**config.mk**
```make
export PLATFORM = sky130hd
export DESIGN_NAME = dpu_axis
export DESIGN_NICKNAME = d
export VERILOG_FILES = /design/src/dpu_pkg.sv /design/src/dpu_axis.sv
export SDC_FILE = /design/constraint.sdc
export NUM_CORES = 2
export LEC_CHECK = 0
export ABC_AREA = 1
export BUFFER_PORTS_ARGS = -buffer_cell sky130_fd_sc_hd__clkbuf_2
export CORE_MARGIN = 2
export CORE_UTILIZATION = 25
export CTS_CLUSTER_DIAMETER = 120
export DETAILED_ROUTE_END_ITERATION = 8
export SYNTH_ARGS = -nofsm -noshare
export SYNTH_HDL_FRONTEND = slang
export SYNTH_SLANG_ARGS = --single-unit
```
**constraint.sdc**
```tcl
create_clock -name clk -period 7.1 [get_ports clk]
set_clock_uncertainty 0.15 [all_clocks]
set_input_delay 0 -clock clk [delete_from_list [all_inputs] [get_ports clk]]
set_output_delay 0 -clock clk [all_outputs]
set_load 0.05 [all_outputs]
```
**src/dpu_pkg.sv**
```systemverilog
package dpu_pkg;

  // Field widths
  localparam int COORD_W = 12;
  localparam int DEPTH_W = 24;
  localparam int PP_W    = 21;
  localparam int INV_W   = 24;
  localparam int ROT_W   = 21;
  localparam int SHIFT_W = 24;
  localparam int POINT_W = 32;
  localparam int CAM_W   = 37;  // back-projected coordinate, Q.16
  localparam int CFG_IDX_W  = 3;
  localparam int CFG_DATA_W = 63;

  // Register indexes
  localparam logic [CFG_IDX_W-1:0] CFG_PRINCIPAL_POINT = 3'd0;
  localparam logic [CFG_IDX_W-1:0] CFG_INV_FOCAL       = 3'd1;
  localparam logic [CFG_IDX_W-1:0] CFG_ROT_ROW_A       = 3'd2;
  localparam logic [CFG_IDX_W-1:0] CFG_ROT_ROW_B       = 3'd3;
  localparam logic [CFG_IDX_W-1:0] CFG_ROT_ROW_C       = 3'd4;
  localparam logic [CFG_IDX_W-1:0] CFG_SHIFT_X         = 3'd5;
  localparam logic [CFG_IDX_W-1:0] CFG_SHIFT_Y         = 3'd6;
  localparam logic [CFG_IDX_W-1:0] CFG_SHIFT_Z         = 3'd7;

  // Reset values: ppx 320.0, ppy 240.0, 1/f about 1/600, identity rotation
  localparam logic [41:0] PP_RESET    = 42'd128849100800;
  localparam logic [47:0] INV_RESET   = 48'd469124541754;
  localparam logic [62:0] ROT_A_RESET = 63'd262144;
  localparam logic [62:0] ROT_B_RESET = 63'd549755813888;
  localparam logic [62:0] ROT_C_RESET = 63'd1152921504606846976;

  // Load enables for the back-projection stages of one axis
  typedef struct packed {
    logic dx;
    logic prod;
    logic part;
    logic proj;
  } axis_en_t;

  // Load enables for the transform stages of one output row
  typedef struct packed {
    logic mul;
    logic sum;
  } row_en_t;

endpackage

```
**src/dpu_axis.sv**
```systemverilog
// Back-projection of one image axis: round((coord*256 - pp) * z * inv / 2^32)
module dpu_axis (
  input  logic                                 clk,
  input  dpu_pkg::axis_en_t                    en,
  input  logic        [dpu_pkg::COORD_W-1:0]   coord,
  input  logic signed [dpu_pkg::DEPTH_W-1:0]   depth,
  input  logic        [dpu_pkg::PP_W-1:0]      pp,
  input  logic        [dpu_pkg::INV_W-1:0]     inv,
  output logic signed [dpu_pkg::CAM_W-1:0]     cam
);

  logic signed [21:0] dx;
  logic signed [21:0] dx_next;
  logic signed [23:0] depth_d;
  logic signed [45:0] prod;
  logic signed [45:0] prod_next;
  logic signed [58:0] part_hi;
  logic signed [58:0] part_lo;
  logic signed [58:0] part_hi_next;
  logic signed [58:0] part_lo_next;
  logic signed [58:0] lo_rnd;
  logic signed [58:0] lo_sh;
  logic signed [58:0] total;

  // Offset from the principal point, exact in Q.8
  assign dx_next = $signed({2'b00, coord, 8'h00}) - $signed({1'b0, pp});

  // Exact product in Q.24
  assign prod_next = 46'(dx) * 46'(depth_d);

  // Split the reciprocal so each multiplier stays narrow
  assign part_hi_next = 59'(prod) * $signed({47'd0, inv[23:12]});
  assign part_lo_next = 59'(prod) * $signed({47'd0, inv[11:0]});

  // Round to nearest, ties toward plus infinity
  assign lo_rnd = part_lo + (59'sd1 <<< 31);
  assign lo_sh  = lo_rnd >>> 12;
  assign total  = part_hi + lo_sh;

  always_ff @(posedge clk) begin
    if (en.dx) begin
      dx      <= dx_next;
      depth_d <= depth;
    end
    if (en.prod) begin
      prod <= prod_next;
    end
    if (en.part) begin
      part_hi <= part_hi_next;
      part_lo <= part_lo_next;
    end
    if (en.proj) begin
      cam <= total[56:20];
    end
  end

endmodule

```
==> flow_metrics.tcl <==
set metrics [dict create \
    status "completed" \
    gr-usage-all-layers_pct 15.1 \
    die-area_um2 296000 \
    overflow 0 \
    hold_path_depth 2 \
    htree_levels 1 \
    final_hold_viol_count 0 \
    wirelength_um 221000 \
    port_buffers 122 \
    muxShareOfSynthArea_pct 0 \
    drv_cap 0 \
    synth_cell_type_count 44 \
    synth-xor-area-share_pct 1.82 \
    drt-wirelength-per-cell_um 16.1 \
    ys_ff_latch 233 \
    min_period_over_period_pct 96.2 \
    clock-root-buffer "clkbuf_16" \
    worstHoldPathType "primary input to flip-flop" \
    synth-simple-area-share_pct 19.7 \
    setup-tns-final_ns 0 \
    clk_latency_ns 0.68 \
    initial_core_util_pct 25.1 \
    cts.path.max_buffers 3 \
    async_flop_share_pct 0 \
    placed_area_um2 78900 \
    synth_top_family_by_area "adder cells" \
    ys_seq_area_share_pct 9.60 \
    dp_hpwl_um 191000 \
    grt_pass1_vias 63300 \
    cp-end-kind "flip-flop" \
    crit_path_start_kind "flip-flop" \
    synthAdderAreaFrac_pct 48.7 \
    dr.pass1.iters 6 \
    syn_area_per_cell_um2 7.57 \
    slew_headroom_pct 26.8 \
    drc_errors 0 \
    die_h_um 544 \
    routed_via_density 4.32 \
    grt_setup_unrepaired "false" \
    tightest_slew_ns 1.10 \
    drt-initial-drc-count 3967 \
    fp.dieW_um 544 \
    clk_pin_slew_worst_paths_ns 0.06 \
    required_ns 7.36 \
    fmax_mhz 146 \
    synth_compound_area_share_pct 4.08 \
    yosys_warnings 0 \
    slew_violations 0 \
    nFillCells 31800 \
    worstSetupPathType "flip-flop to flip-flop" \
    fin_util_pct 27.9 \
    core_area_um2 290000 \
    cts_tree "yes" \
    gp_routability_congestion 0.990 \
    synthFlopType "edfxtp_1" \
    dr_total_vias 59300 \
    critPathMaxFanout 13 \
    syn_nets 11700 \
    period_minus_slack_ns 6.83 \
    arrival_ns 7.09 \
    nNetsFinal 11800 \
    clock-sinks 233 \
    grt_pass1_wl_um 352000 \
    drive_gt1_share_pct 4.52 \
    synth_edf_count 233 \
    syn-cell-area_um2 72900 \
    numCtsBuffers 29 \
    grt_max_degree 82 \
    area_growth_pct 11.4 \
    antenna_left 0 \
    top_level_ports 123 \
    fp-row-count 198 \
    antenna_found_initial 17 \
    setup_viol 0 \
    synthCells 9630 \
    ff2ff_path_depth 22 \
    finish.instance_area_um2 81200 \
]
state kept, by name, summed over array words and instances, names as in the netlist:
signal	cells
depth_d	24
part_hi	57
cam	37
prod	46
dx	22
part_lo	47
per-layer routing:
metal	share of wire (%)	vias up	GRT usage, %	routed length [µm]
li1	-	28000	-	-
met2	48	1513	26.1	105000
met3	5.7	293	1.92	12500
met1	44	29500	19.9	97000
met5	0.035	-	0	78
met4	2.6	12	3.61	5760
worst paths after layout:
kind | start | to | slack [ns]
max | depth_d[11] | prod[38] | 0.27
min reg2reg | part_hi[56] | cam[36] | 0.68
min | depth[7] | depth_d[7] | 0.009
max reg2reg | depth_d[11] | prod[38] | 0.27
layout by cell type (no fill, tap or decap), types with 6 or more instances in the layout:
cell type / n
buf_12: 15
edfxtp_1: 233
a21oi_1: 300
fa_1: 1487
nand4_1: 77
nand3_1: 209
o21a_1: 7
inv_1: 2819
nor4_1: 6
or2_2: 6
clkbuf_2: 120
clkbuf_16: 29
xnor2_1: 39
buf_4: 207
o21ai_0: 187
xor2_1: 112
dlygate4sd3_1: 105
nand2_1: 2748
nor2_1: 477
nand2_2: 12
o21bai_1: 31
ha_1: 452
nor3_1: 44
a21o_1: 18
final cells by class:
cell class                 count  area (µm²)  area share (%)
multi-input combinational   6269       54100            66.7
inverter                    2823       10600            13.1
sequential                   233        7000            8.62
tap                         3900        4880            6.01
timing repair buffer         450        3530            4.35
clock buffer                  33         741           0.913
clock inverter                21         274           0.338
antenna                        2        5.00         0.00617
critical path, cell delays in order (launching register included):
cell	delay, ns
edfxtp_1	0.60
buf_4	0.30
nand2_1	0.09
inv_1	0.06
fa_1	0.53
inv_1	0.05
fa_1	0.47
inv_1	0.05
fa_1	0.51
fa_1	0.57
fa_1	0.42
fa_1	0.49
inv_1	0.05
fa_1	0.47
inv_1	0.04
ha_1	0.38
nand2_1	0.16
nor2_1	0.23
nand2_1	0.11
nor3_1	0.47
nand3_1	0.19
nand4_1	0.14
nand2_1	0.06
Yosys cell counts (3+ instances only):
cell type,instances,area (µm²)
or2_2,6,37.5
xnor2_1,39,342
o21ai_1,3,15.0
nor4_1,6,37.5
a21boi_0,4,30.0
nand3_2,4,40.0
nand2_1,2748,10300
inv_1,2821,10600
ha_1,453,5670
nand3b_1,4,30.0
nor3_1,44,220
and3_1,4,25.0
edfxtp_1,233,7000
nor2_1,477,1790
nor2_2,5,31.3
a21oi_1,300,1500
o21ai_0,187,936
o21bai_1,31,233
nand4_1,77,482
a21o_1,18,135
nor3_2,5,50.1
buf_1,79,297
clkbuf_1,222,833
o21a_1,7,52.6
nand3_1,209,1050
xor2_1,112,981
a31oi_1,5,31.3
buf_2,3,15.0
nand2_2,12,75.1
and2_1,3,18.8
fa_1,1488,29800
kinds of logic (layout without fill, tap and decap cells):
| logic type | after synthesis | count (layout) |
|---|---|---|
| AO/OA/AOI/OAI | 560 | 560 |
| XOR/XNOR | 151 | 151 |
| adder cells (fa/ha/maj) | 1941 | 1941 |
| buffers and inverters | 3128 | 3327 |
| flip-flops | 233 | 233 |
| other | 0 | 2 |
| AND/OR/NAND/NOR | 3617 | 3617 |
metrics by stage:
| step | cells | hold WS, ns | setup slack (ns) |
|---|---|---|---|
| final | 13700 | 0.00885 | 0.272 |
| after global routing | 13700 | 0.0251 | 0.0108 |
| after CTS | 13700 | 0.00930 | 0.280 |
| after detailed placement | 13600 | 0.0286 | 0.308 |
| after global placement | 13600 | 0.0279 | 0.341 |
| after floorplan | 9630 | -0.0511 | 0.627 |
repair_timing:
action                                 4_1_cts  5_1_grt
hold buffers                               105        0
setup buffers                                0       10
setup endpoints to repair                    0       11
resized for setup                            0        6
endpoints found under the hold margin      192        0
Power is not shown: default switching activity piles up to over one toggle a cycle in this logic, so the estimate is an artifact.
